File: config.mk
export PLATFORM = sky130hd
export DESIGN_NAME = exp_golomb_coefficient_decoder
export DESIGN_NICKNAME = d
export VERILOG_FILES = /design/src/sv/exg_pkg.sv /design/src/sv/exg_queue.sv /design/src/sv/exg_front.sv /design/src/sv/exg_back.sv /design/src/sv/exp_golomb_coefficient_decoder.sv
export SDC_FILE = /design/constraint.sdc
export NUM_CORES = 2
export LEC_CHECK = 0
export BUFFER_PORTS_ARGS = -buffer_cell sky130_fd_sc_hd__clkbuf_2
export CAP_MARGIN = 25
export CORE_MARGIN = 4
export CORE_UTILIZATION = 45
export DETAILED_ROUTE_END_ITERATION = 8
export GPL_TIMING_DRIVEN = 0
export PLACE_DENSITY_LB_ADDON = 0.2
export SETUP_SLACK_MARGIN = 0.05
export SLEW_MARGIN = 10
export SYNTH_ARGS = -nofsm -noshare
export SYNTH_HDL_FRONTEND = slang
export SYNTH_SLANG_ARGS = --single-unit
File: constraint.sdc
create_clock -name clk -period 12 [get_ports clk]
set_input_delay 1.2 -clock clk [delete_from_list [all_inputs] [get_ports clk]]
set_output_delay 1.2 -clock clk [all_outputs]
set_load 0.01 [all_outputs]
File: src/sv/exg_pkg.sv
// Shared types, constants and scan tables for the Exp-Golomb coefficient decoder.
`timescale 1ns / 1ps

package exg_pkg;

    // Defaults handed to the top level parameters
    localparam int MAX_PREFIX_ZEROS_DEF = 24;
    localparam int QUEUE_DEPTH_DEF      = 4;

    // Fixed field widths
    localparam int BYTE_W      = 8;
    localparam int CFG_INDEX_W = 3;
    localparam int CFG_DATA_W  = 64;
    localparam int MODE_W      = 2;
    localparam int SCALE_W     = 8;
    localparam int QTAB_W      = 64;
    localparam int BLOCK_CNT_W = 13;
    localparam int BLOCK_NUM_W = 12;
    localparam int POS_W       = 4;
    localparam int COEF_W      = 41;

    localparam logic [COEF_W-1:0] COEF_LIMIT = {1'b0, {(COEF_W-1){1'b1}}};

    // Configuration register indexes
    localparam logic [CFG_INDEX_W-1:0] REG_DEQUANT_MODE     = 3'd0;
    localparam logic [CFG_INDEX_W-1:0] REG_ZIGZAG_ORDER     = 3'd1;
    localparam logic [CFG_INDEX_W-1:0] REG_QUANT_SCALE      = 3'd2;
    localparam logic [CFG_INDEX_W-1:0] REG_QUANT_TABLE_LOW  = 3'd3;
    localparam logic [CFG_INDEX_W-1:0] REG_QUANT_TABLE_HIGH = 3'd4;
    localparam logic [CFG_INDEX_W-1:0] REG_BLOCKS_PER_FRAME = 3'd5;

    // Dequantisation modes
    localparam logic [MODE_W-1:0] DQ_NONE   = 2'd0;
    localparam logic [MODE_W-1:0] DQ_TABLE  = 2'd1;
    localparam logic [MODE_W-1:0] DQ_SCALED = 2'd2;

    // Reset values of the configuration registers
    localparam logic [MODE_W-1:0]      DEQUANT_MODE_RST     = DQ_SCALED;
    localparam logic                   ZIGZAG_ORDER_RST     = 1'b1;
    localparam logic [SCALE_W-1:0]     QUANT_SCALE_RST      = 8'd1;
    localparam logic [BLOCK_CNT_W-1:0] BLOCKS_PER_FRAME_RST = 13'd1152;

    // Per-code side information travelling from front to back
    typedef struct packed {
        logic [POS_W-1:0]       scan;
        logic [BLOCK_NUM_W-1:0] block;
        logic                   block_end;
        logic                   last;
    } exg_tag_t;

    localparam int TAG_W = $bits(exg_tag_t);

    // Zigzag scan index to row-major raster position
    function automatic logic [POS_W-1:0] zz_raster(input logic [POS_W-1:0] k);
        logic [POS_W-1:0] r;
        unique case (k)
            4'd0:    r = 4'd0;
            4'd1:    r = 4'd1;
            4'd2:    r = 4'd4;
            4'd3:    r = 4'd8;
            4'd4:    r = 4'd5;
            4'd5:    r = 4'd2;
            4'd6:    r = 4'd3;
            4'd7:    r = 4'd6;
            4'd8:    r = 4'd9;
            4'd9:    r = 4'd12;
            4'd10:   r = 4'd13;
            4'd11:   r = 4'd10;
            4'd12:   r = 4'd7;
            4'd13:   r = 4'd11;
            4'd14:   r = 4'd14;
            default: r = 4'd15;
        endcase
        return r;
    endfunction

endpackage

File: src/sv/exg_queue.sv
// Small register FIFO between the bit parser and the dequantiser.
`timescale 1ns / 1ps

module exg_queue #(
    parameter int W     = 8,
    parameter int DEPTH = 4
) (
    input  logic         clk,
    input  logic         rst_n,
    input  logic         push,
    input  logic [W-1:0] push_data,
    output logic         full,
    input  logic         pop,
    output logic [W-1:0] pop_data,
    output logic         empty
);
    localparam int PTR_W = (DEPTH > 1) ? $clog2(DEPTH) : 1;
    localparam int CNT_W = $clog2(DEPTH + 1);
    localparam logic [PTR_W-1:0] LAST_SLOT = PTR_W'(DEPTH - 1);

    logic [W-1:0]     mem_reg [DEPTH];
    logic [PTR_W-1:0] wr_ptr_reg;
    logic [PTR_W-1:0] wr_ptr_next;
    logic [PTR_W-1:0] rd_ptr_reg;
    logic [PTR_W-1:0] rd_ptr_next;
    logic [CNT_W-1:0] count_reg;
    logic [CNT_W-1:0] count_next;
    logic             do_push;
    logic             do_pop;

    assign full     = (count_reg == CNT_W'(DEPTH));
    assign empty    = (count_reg == '0);
    assign pop_data = mem_reg[rd_ptr_reg];
    assign do_push  = push && !full;
    assign do_pop   = pop && !empty;

    always_comb
    begin
        wr_ptr_next = wr_ptr_reg;
        rd_ptr_next = rd_ptr_reg;
        count_next  = count_reg;
        if (do_push)
        begin
            wr_ptr_next = (wr_ptr_reg == LAST_SLOT) ? '0 : wr_ptr_reg + 1'b1;
        end
        if (do_pop)
        begin
            rd_ptr_next = (rd_ptr_reg == LAST_SLOT) ? '0 : rd_ptr_reg + 1'b1;
        end
        if (do_push && !do_pop)
        begin
            count_next = count_reg + 1'b1;
        end
        else if (do_pop && !do_push)
        begin
            count_next = count_reg - 1'b1;
        end
    end

    always_ff @(posedge clk or negedge rst_n)
    begin
        if (!rst_n)
        begin
            wr_ptr_reg <= '0;
            rd_ptr_reg <= '0;
            count_reg  <= '0;
        end
        else
        begin
            wr_ptr_reg <= wr_ptr_next;
            rd_ptr_reg <= rd_ptr_next;
            count_reg  <= count_next;
        end
    end

    always_ff @(posedge clk)
    begin
        if (do_push)
        begin
            mem_reg[wr_ptr_reg] <= push_data;
        end
    end

endmodule

File: src/sv/exg_front.sv
// Bit parser: walks each byte one bit a cycle unless stalled by a full queue, finds codes and tags them with position.
`timescale 1ns / 1ps

module exg_front #(
    parameter int MAX_PREFIX_ZEROS = exg_pkg::MAX_PREFIX_ZEROS_DEF
) (
    input  logic                                      clk,
    input  logic                                      rst_n,
    input  logic [exg_pkg::BYTE_W-1:0]                stream_byte,
    input  logic                                      final_byte,
    input  logic                                      in_valid,
    output logic                                      in_ready,
    input  logic [exg_pkg::BLOCK_CNT_W-1:0]           blocks_per_frame,
    input  logic                                      q_full,
    output logic                                      q_push,
    output logic [MAX_PREFIX_ZEROS+exg_pkg::TAG_W:0]  q_data
);
    import exg_pkg::*;

    localparam int ZC_W  = $clog2(MAX_PREFIX_ZEROS + 2);
    localparam int CN_W  = MAX_PREFIX_ZEROS + 1;
    localparam int SUF_W = MAX_PREFIX_ZEROS;
    localparam logic [ZC_W-1:0] ZC_MAX = ZC_W'(MAX_PREFIX_ZEROS);

    typedef enum logic [1:0] {
        S_IDLE,
        S_BITS,
        S_FLUSH,
        S_DRAIN
    } state_t;

    state_t                 state_reg,      state_next;
    logic [BYTE_W-1:0]      byte_reg,       byte_next;
    logic                   final_reg,      final_next;
    logic [2:0]             bit_cnt_reg,    bit_cnt_next;
    logic [ZC_W-1:0]        zero_count_reg, zero_count_next;
    logic                   in_suffix_reg,  in_suffix_next;
    logic [ZC_W-1:0]        bits_left_reg,  bits_left_next;
    logic [SUF_W-1:0]       suffix_reg,     suffix_next;
    logic [POS_W-1:0]       code_pos_reg,   code_pos_next;
    logic [BLOCK_CNT_W-1:0] block_cnt_reg,  block_cnt_next;
    logic                   finished_reg,   finished_next;
    logic                   pend_valid_reg, pend_valid_next;
    logic [CN_W-1:0]        pend_cn_reg,    pend_cn_next;
    exg_tag_t               pend_tag_reg,   pend_tag_next;

    logic                   bit_v;
    logic [ZC_W-1:0]        zc_inc;
    logic [CN_W-1:0]        ones;
    logic [SUF_W-1:0]       suf_shift;
    logic [BLOCK_CNT_W-1:0] lim;
    logic [BLOCK_CNT_W-1:0] blk_inc;
    logic                   gen;
    logic                   adv;
    logic                   stall;
    logic [CN_W-1:0]        gen_cn;
    exg_tag_t               drain_tag;

    assign in_ready  = (state_reg == S_IDLE);
    assign bit_v     = byte_reg[BYTE_W-1];
    assign zc_inc    = zero_count_reg + 1'b1;
    assign ones      = (CN_W'(1) << zero_count_reg) - CN_W'(1);
    assign suf_shift = {suffix_reg[SUF_W-2:0], bit_v};
    assign lim       = (blocks_per_frame == '0) ? BLOCK_CNT_W'(1) : blocks_per_frame;
    assign blk_inc   = block_cnt_reg + 1'b1;

    always_comb
    begin
        drain_tag           = pend_tag_reg;
        drain_tag.last      = 1'b1;
        drain_tag.block_end = pend_tag_reg.block_end | final_reg;
    end

    always_comb
    begin
        state_next      = state_reg;
        byte_next       = byte_reg;
        final_next      = final_reg;
        bit_cnt_next    = bit_cnt_reg;
        zero_count_next = zero_count_reg;
        in_suffix_next  = in_suffix_reg;
        bits_left_next  = bits_left_reg;
        suffix_next     = suffix_reg;
        code_pos_next   = code_pos_reg;
        block_cnt_next  = block_cnt_reg;
        finished_next   = finished_reg;
        pend_valid_next = pend_valid_reg;
        pend_cn_next    = pend_cn_reg;
        pend_tag_next   = pend_tag_reg;
        q_push          = 1'b0;
        q_data          = {pend_cn_reg, pend_tag_reg};
        gen             = 1'b0;
        adv             = 1'b0;
        gen_cn          = '0;

        unique case (state_reg)
            S_IDLE:
            begin
                if (in_valid)
                begin
                    byte_next    = stream_byte;
                    final_next   = final_byte;
                    bit_cnt_next = '0;
                    state_next   = S_BITS;
                end
            end
            S_BITS:
            begin
                if (!finished_reg)
                begin
                    if (!in_suffix_reg)
                    begin
                        if (!bit_v)
                        begin
                            gen = (zc_inc > ZC_MAX);
                        end
                        else if (zero_count_reg == '0)
                        begin
                            gen = 1'b1;
                        end
                    end
                    else if (bits_left_reg == ZC_W'(1))
                    begin
                        gen    = 1'b1;
                        gen_cn = ones + CN_W'(suf_shift);
                    end
                    adv = gen;
                end
            end
            S_FLUSH:
            begin
                // pending prefix on a final byte: emit with its partial suffix dropped
                if (final_reg && !finished_reg && (in_suffix_reg || zero_count_reg != '0))
                begin
                    gen    = 1'b1;
                    gen_cn = ones;
                end
            end
            default:
            begin
            end
        endcase

        stall = gen && pend_valid_reg && q_full;

        unique case (state_reg)
            S_BITS:
            begin
                if (finished_reg)
                begin
                    state_next = S_FLUSH;
                end
                else if (!stall)
                begin
                    if (!in_suffix_reg)
                    begin
                        if (!bit_v)
                        begin
                            zero_count_next = (zc_inc > ZC_MAX) ? '0 : zc_inc;
                        end
                        else if (zero_count_reg != '0)
                        begin
                            in_suffix_next = 1'b1;
                            bits_left_next = zero_count_reg;
                            suffix_next    = '0;
                        end
                    end
                    else
                    begin
                        suffix_next    = suf_shift;
                        bits_left_next = bits_left_reg - 1'b1;
                        if (bits_left_reg == ZC_W'(1))
                        begin
                            in_suffix_next  = 1'b0;
                            zero_count_next = '0;
                            suffix_next     = '0;
                        end
                    end
                    byte_next    = {byte_reg[BYTE_W-2:0], 1'b0};
                    bit_cnt_next = bit_cnt_reg + 1'b1;
                    if (bit_cnt_reg == 3'd7)
                    begin
                        state_next = S_FLUSH;
                    end
                end
            end
            S_FLUSH:
            begin
                if (!stall)
                begin
                    state_next = S_DRAIN;
                end
            end
            S_DRAIN:
            begin
                // hold the last code until it can go out marked as end of byte
                if (!(pend_valid_reg && q_full))
                begin
                    if (pend_valid_reg)
                    begin
                        q_push          = 1'b1;
                        q_data          = {pend_cn_reg, drain_tag};
                        pend_valid_next = 1'b0;
                    end
                    if (final_reg)
                    begin
                        zero_count_next = '0;
                        in_suffix_next  = 1'b0;
                        bits_left_next  = '0;
                        suffix_next     = '0;
                        code_pos_next   = '0;
                        block_cnt_next  = '0;
                        finished_next   = 1'b0;
                    end
                    state_next = S_IDLE;
                end
            end
            default:
            begin
            end
        endcase

        if (gen && !stall)
        begin
            q_push                  = pend_valid_reg;
            pend_valid_next         = 1'b1;
            pend_cn_next            = gen_cn;
            pend_tag_next.scan      = code_pos_reg;
            pend_tag_next.block     = block_cnt_reg[BLOCK_NUM_W-1:0];
            pend_tag_next.block_end = (code_pos_reg == {POS_W{1'b1}});
            pend_tag_next.last      = 1'b0;
            if (adv)
            begin
                if (code_pos_reg == {POS_W{1'b1}})
                begin
                    code_pos_next  = '0;
                    block_cnt_next = blk_inc;
                    if (blk_inc >= lim)
                    begin
                        finished_next = 1'b1;
                    end
                end
                else
                begin
                    code_pos_next = code_pos_reg + 1'b1;
                end
            end
        end
    end

    always_ff @(posedge clk or negedge rst_n)
    begin
        if (!rst_n)
        begin
            state_reg      <= S_IDLE;
            final_reg      <= 1'b0;
            bit_cnt_reg    <= '0;
            zero_count_reg <= '0;
            in_suffix_reg  <= 1'b0;
            bits_left_reg  <= '0;
            suffix_reg     <= '0;
            code_pos_reg   <= '0;
            block_cnt_reg  <= '0;
            finished_reg   <= 1'b0;
            pend_valid_reg <= 1'b0;
        end
        else
        begin
            state_reg      <= state_next;
            final_reg      <= final_next;
            bit_cnt_reg    <= bit_cnt_next;
            zero_count_reg <= zero_count_next;
            in_suffix_reg  <= in_suffix_next;
            bits_left_reg  <= bits_left_next;
            suffix_reg     <= suffix_next;
            code_pos_reg   <= code_pos_next;
            block_cnt_reg  <= block_cnt_next;
            finished_reg   <= finished_next;
            pend_valid_reg <= pend_valid_next;
        end
    end

    always_ff @(posedge clk)
    begin
        byte_reg     <= byte_next;
        pend_cn_reg  <= pend_cn_next;
        pend_tag_reg <= pend_tag_next;
    end

endmodule

File: src/sv/exg_back.sv
// Dequantiser pipeline: signed mapping, table and scale products, saturation, output beat.
`timescale 1ns / 1ps

module exg_back #(
    parameter int MAX_PREFIX_ZEROS = exg_pkg::MAX_PREFIX_ZEROS_DEF
) (
    input  logic                                     clk,
    input  logic                                     rst_n,
    input  logic                                     q_empty,
    input  logic [MAX_PREFIX_ZEROS+exg_pkg::TAG_W:0] q_data,
    output logic                                     q_pop,
    input  logic [exg_pkg::MODE_W-1:0]               dequant_mode,
    input  logic                                     zigzag_order,
    input  logic [exg_pkg::SCALE_W-1:0]              quant_scale,
    input  logic [exg_pkg::QTAB_W-1:0]               quant_table_low,
    input  logic [exg_pkg::QTAB_W-1:0]               quant_table_high,
    output logic signed [exg_pkg::COEF_W-1:0]        coefficient,
    output logic [exg_pkg::POS_W-1:0]                raster_position,
    output logic [exg_pkg::POS_W-1:0]                scan_index,
    output logic [exg_pkg::BLOCK_NUM_W-1:0]          block_number,
    output logic                                     block_end,
    output logic                                     last_of_byte,
    output logic                                     out_valid,
    input  logic                                     out_ready
);
    import exg_pkg::*;

    localparam int CN_W   = MAX_PREFIX_ZEROS + 1;
    localparam int MAG_W  = MAX_PREFIX_ZEROS;
    localparam int P1_W   = MAG_W + 8;
    localparam int PROD_W = P1_W + SCALE_W;
    localparam int SAT_W  = (PROD_W > COEF_W) ? PROD_W : COEF_W;

    logic                   en;
    logic [CN_W-1:0]        head_cn;
    exg_tag_t               head_tag;
    logic [CN_W:0]          round_sum;
    logic [QTAB_W-1:0]      tab_sel;

    logic                   s1_valid_reg;
    logic [MAG_W-1:0]       s1_mag_reg;
    logic                   s1_neg_reg;
    logic [7:0]             s1_q_reg;
    exg_tag_t               s1_tag_reg;

    logic                   s2_valid_reg;
    logic [MAG_W-1:0]       s2_mag_reg;
    logic [P1_W-1:0]        s2_prod_reg;
    logic                   s2_neg_reg;
    exg_tag_t               s2_tag_reg;

    logic                   s3_valid_reg;
    logic [PROD_W-1:0]      s3_mag_reg;
    logic [PROD_W-1:0]      s3_mag_next;
    logic                   s3_neg_reg;
    exg_tag_t               s3_tag_reg;

    logic [SAT_W-1:0]       sat_in;
    logic [COEF_W-1:0]      sat_mag;

    logic                   out_valid_reg;
    logic [COEF_W-1:0]      coef_reg;
    logic [POS_W-1:0]       raster_reg;
    exg_tag_t               out_tag_reg;

    // whole pipeline advances together unless the output beat is held
    assign en       = !out_valid_reg || out_ready;
    assign q_pop    = en && !q_empty;
    assign head_cn  = q_data[MAX_PREFIX_ZEROS+TAG_W:TAG_W];
    assign head_tag = exg_tag_t'(q_data[TAG_W-1:0]);

    // odd code numbers map to negatives: magnitude is (cn + 1) / 2
    assign round_sum = {1'b0, head_cn} + (CN_W+1)'(head_cn[0]);
    assign tab_sel   = head_tag.scan[3] ? quant_table_high : quant_table_low;

    always_comb
    begin
        unique case (dequant_mode)
            DQ_NONE:   s3_mag_next = PROD_W'(s2_mag_reg);
            DQ_TABLE:  s3_mag_next = PROD_W'(s2_prod_reg);
            DQ_SCALED: s3_mag_next = PROD_W'(s2_prod_reg) * PROD_W'(quant_scale);
            default:   s3_mag_next = '0;
        endcase
    end

    assign sat_in  = SAT_W'(s3_mag_reg);
    assign sat_mag = (sat_in > SAT_W'(COEF_LIMIT)) ? COEF_LIMIT : sat_in[COEF_W-1:0];

    always_ff @(posedge clk or negedge rst_n)
    begin
        if (!rst_n)
        begin
            s1_valid_reg  <= 1'b0;
            s2_valid_reg  <= 1'b0;
            s3_valid_reg  <= 1'b0;
            out_valid_reg <= 1'b0;
        end
        else if (en)
        begin
            s1_valid_reg  <= !q_empty;
            s2_valid_reg  <= s1_valid_reg;
            s3_valid_reg  <= s2_valid_reg;
            out_valid_reg <= s3_valid_reg;
        end
    end

    always_ff @(posedge clk)
    begin
        if (en)
        begin
            s1_mag_reg  <= round_sum[CN_W-1:1];
            s1_neg_reg  <= head_cn[0];
            s1_q_reg    <= tab_sel[head_tag.scan[2:0]*8 +: 8];
            s1_tag_reg  <= head_tag;

            s2_mag_reg  <= s1_mag_reg;
            s2_prod_reg <= P1_W'(s1_mag_reg) * P1_W'(s1_q_reg);
            s2_neg_reg  <= s1_neg_reg;
            s2_tag_reg  <= s1_tag_reg;

            s3_mag_reg  <= s3_mag_next;
            s3_neg_reg  <= s2_neg_reg;
            s3_tag_reg  <= s2_tag_reg;

            coef_reg    <= s3_neg_reg ? (~sat_mag + 1'b1) : sat_mag;
            raster_reg  <= zigzag_order ? zz_raster(s3_tag_reg.scan) : s3_tag_reg.scan;
            out_tag_reg <= s3_tag_reg;
        end
    end

    assign out_valid       = out_valid_reg;
    assign coefficient     = coef_reg;
    assign raster_position = raster_reg;
    assign scan_index      = out_tag_reg.scan;
    assign block_number    = out_tag_reg.block;
    assign block_end       = out_tag_reg.block_end;
    assign last_of_byte    = out_tag_reg.last;

endmodule

File: src/sv/exp_golomb_coefficient_decoder.sv
// Path: the newest code of a byte waits in the parser for the next code or the end of the byte,
// then passes the queue and four register stages.
// Flow: a byte passes accept, its eight bits, flush and drain, the bits skipped once the frame
// has finished, and no new byte is taken before that; the front parses one bit a cycle while the
// queue has room for its codes, and the back takes one code a cycle while the output is not held.
// Reset: asynchronous active low; clears parser state, queue and pipeline valids, and
// returns the configuration registers to their documented defaults.
`timescale 1ns / 1ps

module exp_golomb_coefficient_decoder #(
    parameter int MAX_PREFIX_ZEROS = exg_pkg::MAX_PREFIX_ZEROS_DEF,
    parameter int QUEUE_DEPTH      = exg_pkg::QUEUE_DEPTH_DEF
) (
    input  logic                                 clk,
    input  logic                                 rst_n,
    input  logic [exg_pkg::BYTE_W-1:0]           stream_byte,
    input  logic                                 final_byte,
    input  logic                                 in_valid,
    output logic                                 in_ready,
    output logic signed [exg_pkg::COEF_W-1:0]    coefficient,
    output logic [exg_pkg::POS_W-1:0]            raster_position,
    output logic [exg_pkg::POS_W-1:0]            scan_index,
    output logic [exg_pkg::BLOCK_NUM_W-1:0]      block_number,
    output logic                                 block_end,
    output logic                                 last_of_byte,
    output logic                                 out_valid,
    input  logic                                 out_ready,
    input  logic                                 cfg_we,
    input  logic [exg_pkg::CFG_INDEX_W-1:0]      cfg_index,
    input  logic [exg_pkg::CFG_DATA_W-1:0]       cfg_data
);
    import exg_pkg::*;

    localparam int EV_W = MAX_PREFIX_ZEROS + 1 + TAG_W;

    logic [MODE_W-1:0]      dequant_mode_reg;
    logic                   zigzag_order_reg;
    logic [SCALE_W-1:0]     quant_scale_reg;
    logic [QTAB_W-1:0]      quant_table_low_reg;
    logic [QTAB_W-1:0]      quant_table_high_reg;
    logic [BLOCK_CNT_W-1:0] blocks_per_frame_reg;

    logic            q_push;
    logic [EV_W-1:0] q_push_data;
    logic            q_full;
    logic            q_pop;
    logic [EV_W-1:0] q_pop_data;
    logic            q_empty;

    always_ff @(posedge clk or negedge rst_n)
    begin
        if (!rst_n)
        begin
            dequant_mode_reg     <= DEQUANT_MODE_RST;
            zigzag_order_reg     <= ZIGZAG_ORDER_RST;
            quant_scale_reg      <= QUANT_SCALE_RST;
            quant_table_low_reg  <= '0;
            quant_table_high_reg <= '0;
            blocks_per_frame_reg <= BLOCKS_PER_FRAME_RST;
        end
        else if (cfg_we)
        begin
            unique case (cfg_index)
                REG_DEQUANT_MODE:     dequant_mode_reg     <= cfg_data[MODE_W-1:0];
                REG_ZIGZAG_ORDER:     zigzag_order_reg     <= cfg_data[0];
                REG_QUANT_SCALE:      quant_scale_reg      <= cfg_data[SCALE_W-1:0];
                REG_QUANT_TABLE_LOW:  quant_table_low_reg  <= cfg_data;
                REG_QUANT_TABLE_HIGH: quant_table_high_reg <= cfg_data;
                REG_BLOCKS_PER_FRAME: blocks_per_frame_reg <= cfg_data[BLOCK_CNT_W-1:0];
                default:
                begin
                end
            endcase
        end
    end

    exg_front #(
        .MAX_PREFIX_ZEROS (MAX_PREFIX_ZEROS)
    ) u_front (
        .clk              (clk),
        .rst_n            (rst_n),
        .stream_byte      (stream_byte),
        .final_byte       (final_byte),
        .in_valid         (in_valid),
        .in_ready         (in_ready),
        .blocks_per_frame (blocks_per_frame_reg),
        .q_full           (q_full),
        .q_push           (q_push),
        .q_data           (q_push_data)
    );

    exg_queue #(
        .W     (EV_W),
        .DEPTH (QUEUE_DEPTH)
    ) u_queue (
        .clk       (clk),
        .rst_n     (rst_n),
        .push      (q_push),
        .push_data (q_push_data),
        .full      (q_full),
        .pop       (q_pop),
        .pop_data  (q_pop_data),
        .empty     (q_empty)
    );

    exg_back #(
        .MAX_PREFIX_ZEROS (MAX_PREFIX_ZEROS)
    ) u_back (
        .clk              (clk),
        .rst_n            (rst_n),
        .q_empty          (q_empty),
        .q_data           (q_pop_data),
        .q_pop            (q_pop),
        .dequant_mode     (dequant_mode_reg),
        .zigzag_order     (zigzag_order_reg),
        .quant_scale      (quant_scale_reg),
        .quant_table_low  (quant_table_low_reg),
        .quant_table_high (quant_table_high_reg),
        .coefficient      (coefficient),
        .raster_position  (raster_position),
        .scan_index       (scan_index),
        .block_number     (block_number),
        .block_end        (block_end),
        .last_of_byte     (last_of_byte),
        .out_valid        (out_valid),
        .out_ready        (out_ready)
    );

endmodule

After elaboration in Yosys (flattened, before gate mapping). Memories as Yosys holds them, arrays and structs flattened. A register that Yosys moved wholly into a read port is not among the register bits. Cells that the tools add are included.

Register bits: 520. Memory bits (writable): 172. ROM bits: 64. Bits of input ports: 81. Output and inout port bits: 65. Word-level logic and storage cells: 251. Memories kept: 2.

Memories: u_queue.mem_reg (words 4, bits a word 43, rd ports 1, clocked after Yosys merged registers in 0, wr ports 1, line exg_queue.sv:21) `logic [W-1:0] mem_reg [DEPTH];`; (no name shown) (words 16, bits a word 4, rd ports 1, clocked after Yosys merged registers in 1, wr ports 0, line exg_pkg.sv:56) `unique case (k)`.

Add/sub/neg operators: 13. Multipliers: 2. $lt $le $gt $ge: 3. Eq/ne operators: 25. Shift-type cells: 2. Muxes and demuxes: 106. Bitwise gates (word level): 2. Reductions and logical operators: 41.

Operator list (count): two-way mux 23 bit (8); case mux 40 bit (3 select lines) (1); two-way mux 25 bit (4); two-way mux 13 bit (7); two-way mux 5 bit (13); two-way mux 64 bit (1); indexed part select 64 x 7 -> 8 bit (1); case mux 25 bit (2 select lines) (1); case mux 23 bit (2 select lines) (1); adder 41 x 1 -> 41 bit (second input constant) (1); two-way mux 41 bit (1); NOT 41 bit (1); > comparator 40 bit (second input constant) (1); multiplier 32 x 8 -> 40 bit (1); two-way mux 40 bit (1); two-way mux 8 bit (5); multiplier 24 x 8 -> 32 bit (1); two-way mux 4 bit (8); two-way mux 1 bit (31); adder 25 x 1 -> 25 bit (1); adder 25 x 24 -> 25 bit (1); << shifter 1 x 5 -> 25 bit (first input constant) (1); subtractor 25 x 2 -> 25 bit (second input constant) (1); two-way mux 2 bit (12); other kinds (37) (90).

Longest topological paths before layout.
Depth after elaboration: 16. Mapped depth: 20. Depth with buffers taken out: 18.

Modules after synthesis. From an unflattened synthesis, not the netlist that was laid out.

Cell total of the unflattened synthesis: 3707. Area total of the unflattened synthesis: 44775.4 um^2.

Modules (own cells, without submodules): exg_back (times used 1, cells each 2248, area an instance 24461.0 um^2, seq. area each 7627.3 um^2); exg_front (times used 1, cells each 871, area an instance 7673.6 um^2, seq. area each 2897.8 um^2); exg_queue (times used 1, cells each 262, area an instance 6641.4 um^2, seq. area each 5340.1 um^2); exp_golomb_coefficient_decoder (times used 1, cells each 326, area an instance 5999.5 um^2, seq. area each 3809.9 um^2).

Worst setup path after synthesis. No wires, ideal clock.

Path type: input-to-reg. Start: in out_ready. End: reg with a tool-made name. Library setup time: 0.107 ns. Data arrival time: 10.811 ns. Data required time: 11.893 ns. Slack: 1.082 ns. Stages on the path: 6. Buffers on the path: 1. Path through: nand2b_1 > clkbuf_1 > mux2i_1 > a22oi_1 > a21oi_1 > a31oi_1.

RTL lines: start: declaration (line exp_golomb_coefficient_decoder.sv:27) `input logic out_ready,`.

Worst setup path in the final report.
Start: reg quant_scale_reg[4]. End: reg u_back.s3_mag_reg[34] (data pin).

Longest elaborated chain between the ends: 2.

Ends and longest elaborated chain: start: declaration (line exp_golomb_coefficient_decoder.sv:38) `logic [SCALE_W-1:0] quant_scale_reg;`; start signal: assignment (line exp_golomb_coefficient_decoder.sv:66) `REG_QUANT_SCALE: quant_scale_reg <= cfg_data[SCALE_W-1:0];`; multiplier 32 x 8 -> 40 bit (line exg_back.sv:81) `DQ_SCALED: s3_mag_next = PROD_W'(s2_prod_reg) * PROD_W'(quant_scale);`; case mux 40 bit (3 select lines) (line exg_back.sv:78) `unique case (dequant_mode)`; via u_back.s3_mag_next[34] (line exg_back.sv:54) `logic [PROD_W-1:0] s3_mag_next;`; end signal: assignment (line exg_back.sv:121) `s3_mag_reg <= s3_mag_next;`; end: declaration (line exg_back.sv:53) `logic [PROD_W-1:0] s3_mag_reg;`.

The timed path passes the listed nets, and every way through them passes these cells. A chain may end at the register's enable or synchronous reset.

==> metrics.txt <==
outcome finished clean; Synth Instances 3680; top cell family by delay on the critical path adder cells; first-pass GRT wire length 165000 um; count of routing violations after the opening detailed-route iteration 1683; maximum number of pins on one net before global-route repair 95; Setup Slack @ Placement 5.50 ns; Critical Path RT 12.36 ns; drt first pass iters 5; crit path setup slack, layout 5.42 ns; worst-case hold path end point u_back.block_number[3]; clock period minus worst slack 6.58 ns; final setup skew 0.0499 ns; mean cell area of the mapped netlist 11.9 um^2; Netlist Area Pre-Place 43900 um^2; total routed wirelength 105000 um; Cell Count Post-Placement 5112; final core occ 51.0%; Die H 320 um; R2R cell count 17; Hold Crit Class reg -> reg; number of remaining DRC errors 0; Initial Utilization 45.4%; share of synthesized area occupied by flip-flops and latches 44.8%; WP buf/inv 3; die width 320 um; cell taking the most area after synthesis sky130_fd_sc_hd__edfxtp_1; post-route setup TNS 0 ns; most prevalent standard cell on the critical path sky130_fd_sc_hd__fa_1; clock tree from TritonCTS built; via count normalized by instance count 5.30; Largest register FFs 172; crit-path cells clkbuf_1, and2_1, fa_1, fa_1, fa_1, inv_1, fa_1, inv_1, ha_1, a21oi_1, o211ai_1, a211oi_1, a21oi_1, o31ai_1, nand2b_1, a2111oi_0, nor4_1; setup slack of the most critical reg-to-reg path 5.42 ns; highest clock frequency the design can meet 0.152 GHz; Critical Path Fanout Max 10; total of warnings raised by yosys 0; number of flops mapped to enable cells by yosys 462; number of rows created at floorplan 114; worst min-delay path startpoint u_back.s3_tag_reg[5]; kind of start point of the critical path register; filler cell count in the final layout 8457; final-report max-slew violation count 0; layout overhead on the synthesized area 12.3%; RSZ-0062 raised after global routing no; Critical Path AT 6.94 ns; Tcrit/Tclk final 54.9%; number of flip-flops and latches in the synthesized netlist 696; longest individual stage delay on the worst path 0.60 ns; Tightest Pin Transition 1.04 ns; most common cell after layout, fill and taps aside sky130_fd_sc_hd__edfxtp_1; Final Non-Filler Cells 5264; placeable core area 96900 um^2; H-tree depth reported by CTS 3; clock transition at the register clock pins on the worst setup and hold paths after CTS 0.06 ns; CTS Root Buffer Type sky130_fd_sc_hd__clkbuf_16; worst-case headroom to the max-slew limit 31.0%; crit path capture type register; dominant cells by area after synthesis sky130_fd_sc_hd__edfxtp_1 32%, sky130_fd_sc_hd__fa_1 14%, sky130_fd_sc_hd__dfrtp_1 12%, sky130_fd_sc_hd__ha_1 5.1%, sky130_fd_sc_hd__mux4_2 4.3%; post-CTS resize count 0; Max-Cap Viols 0; commonest cells after routing, fill and taps aside 462 x sky130_fd_sc_hd__edfxtp_1, 416 x sky130_fd_sc_hd__nand2_1, 391 x sky130_fd_sc_hd__inv_1; total number of nets in the final design 4492; worst reg2reg path endpoint u_back.s3_mag_reg[34]; mean routed wirelength per cell 19.9 um; Sink Count 696; Critical R2R Launch quant_scale_reg[4]; number of global-route vias before repair 28940; final setup fails 0; crit path kind reg -> reg; CP max stage cell sky130_fd_sc_hd__dfrtp_1; cell depth of the worst hold path 0; number of nets in the synthesized netlist 4255; routability cong. 0.888; final hold violations 0; count of nets left with antenna violations after detail routing 0; cts bufs inserted 79; top-level I/O count 146; via count 27906; area of the die 103000 um^2; port buffer count 144; fraction of synthesis flops using an asynchronous set or reset pin 31.9%; share of Yosys cell area claimed by the top area cell type 31.6%; remaining global-route overflow 0; antenna violations before repair 2; hold bufs inserted after CTS 0; number of setup buffers added after CTS 0; flip-flop cell with the highest count after synthesis sky130_fd_sc_hd__edfxtp_1; share of layout cells above drive strength 1 15.0%; buffers from clock root to sink, at most 3; gr usage total 20.6%; clock network latency to the later pin of the worst-skew pair 0.66 ns; post-detail-place hpwl 79800 um; count of distinct cell types in the synthesized netlist 90
[worst max-delay path by stage]
| stage | cells past startpoint | startpoint | slack, ns | endpoint |
|---|---|---|---|---|
| floorplan | 6 | out_ready | 1.08 | register |
| global placement | 7 | out_ready | -2.92 | register |
| detailed placement | 17 | quant_scale_reg[4] | 5.50 | u_back.s3_mag_reg[34] |
| CTS | 17 | quant_scale_reg[4] | 5.45 | u_back.s3_mag_reg[34] |
| global route | 17 | quant_scale_reg[6] | 5.11 | u_back.s3_mag_reg[34] |
| finish | 17 | quant_scale_reg[4] | 5.42 | u_back.s3_mag_reg[34] |
[stage by stage]
| step | hold slack [ns] | area, um^2 |
|---|---|---|
| global placement | 0.402 | 46300 |
| global route | 0.421 | 49300 |
| finish | 0.419 | 49300 |
| floorplan | 0.400 | 43900 |
| CTS | 0.419 | 49300 |
| detailed placement | 0.405 | 46600 |
[synthesized netlist by cell type (51+ instances only)]
cell type and number:
sky130_fd_sc_hd__mux2_2 164, sky130_fd_sc_hd__o21ai_0 160, sky130_fd_sc_hd__dfrtp_1 217, sky130_fd_sc_hd__nand2_1 416
sky130_fd_sc_hd__nand3_1 60, sky130_fd_sc_hd__fa_1 314, sky130_fd_sc_hd__xnor2_1 98, sky130_fd_sc_hd__a21oi_1 104
sky130_fd_sc_hd__ha_1 180, sky130_fd_sc_hd__and2_1 281, sky130_fd_sc_hd__edfxtp_1 462, sky130_fd_sc_hd__xor2_1 51
sky130_fd_sc_hd__mux4_2 83, sky130_fd_sc_hd__clkbuf_1 112, sky130_fd_sc_hd__inv_1 391, sky130_fd_sc_hd__nor2_1 99
[kinds of logic after synthesis]
logic type	Yosys count	share of synthesized area, %
AOI/OAI and AO/OA	481	7.07
xor gates and xnor gates	150	3.01
adders and majority gates	494	19.4
buffers and inverters	540	4.73
DFF	696	44.8
muxes	281	9.23
and+or+nand+nor	1038	11.8
[final cells by class]
class | count | area (um^2) | share of cell area (%)
Buffer | 145 | 597 | 1.21
Clock buffer | 106 | 2190 | 4.44
Sequential cell | 696 | 19700 | 39.9
Tap cell | 1276 | 1600 | 3.24
Inverter | 395 | 1490 | 3.01
Timing Repair Buffer | 156 | 992 | 2.01
Antenna cell | 4 | 10.0 | 0.0203
Clock inverter | 42 | 597 | 1.21
Multi-Input combinational cell | 2444 | 22200 | 45.0
[metal layers]
metal	wire length [um]	track usage [%]	up-vias
met5	13	0	-
met4	3290	6.25	2
met3	4300	2.98	174
met2	51000	35.2	602
met1	46100	27.4	13983
li1	-	-	13145
[worst register-to-register path, stage by stage (launching register included)]
cell and delay (ns):
sky130_fd_sc_hd__dfrtp_1 0.60, sky130_fd_sc_hd__clkbuf_1 0.59, sky130_fd_sc_hd__and2_1 0.27, sky130_fd_sc_hd__fa_1 0.43, sky130_fd_sc_hd__fa_1 0.51, sky130_fd_sc_hd__fa_1 0.55
sky130_fd_sc_hd__inv_1 0.05, sky130_fd_sc_hd__fa_1 0.53, sky130_fd_sc_hd__inv_1 0.04, sky130_fd_sc_hd__ha_1 0.35, sky130_fd_sc_hd__a21oi_1 0.40, sky130_fd_sc_hd__o211ai_1 0.36
sky130_fd_sc_hd__a211oi_1 0.37, sky130_fd_sc_hd__a21oi_1 0.17, sky130_fd_sc_hd__o31ai_1 0.35, sky130_fd_sc_hd__nand2b_1 0.15, sky130_fd_sc_hd__a2111oi_0 0.46, sky130_fd_sc_hd__nor4_1 0.09
Power is left out: the tool's default activity adds up to more than one toggle a clock period on the data nets, which glitch-free logic cannot reach.
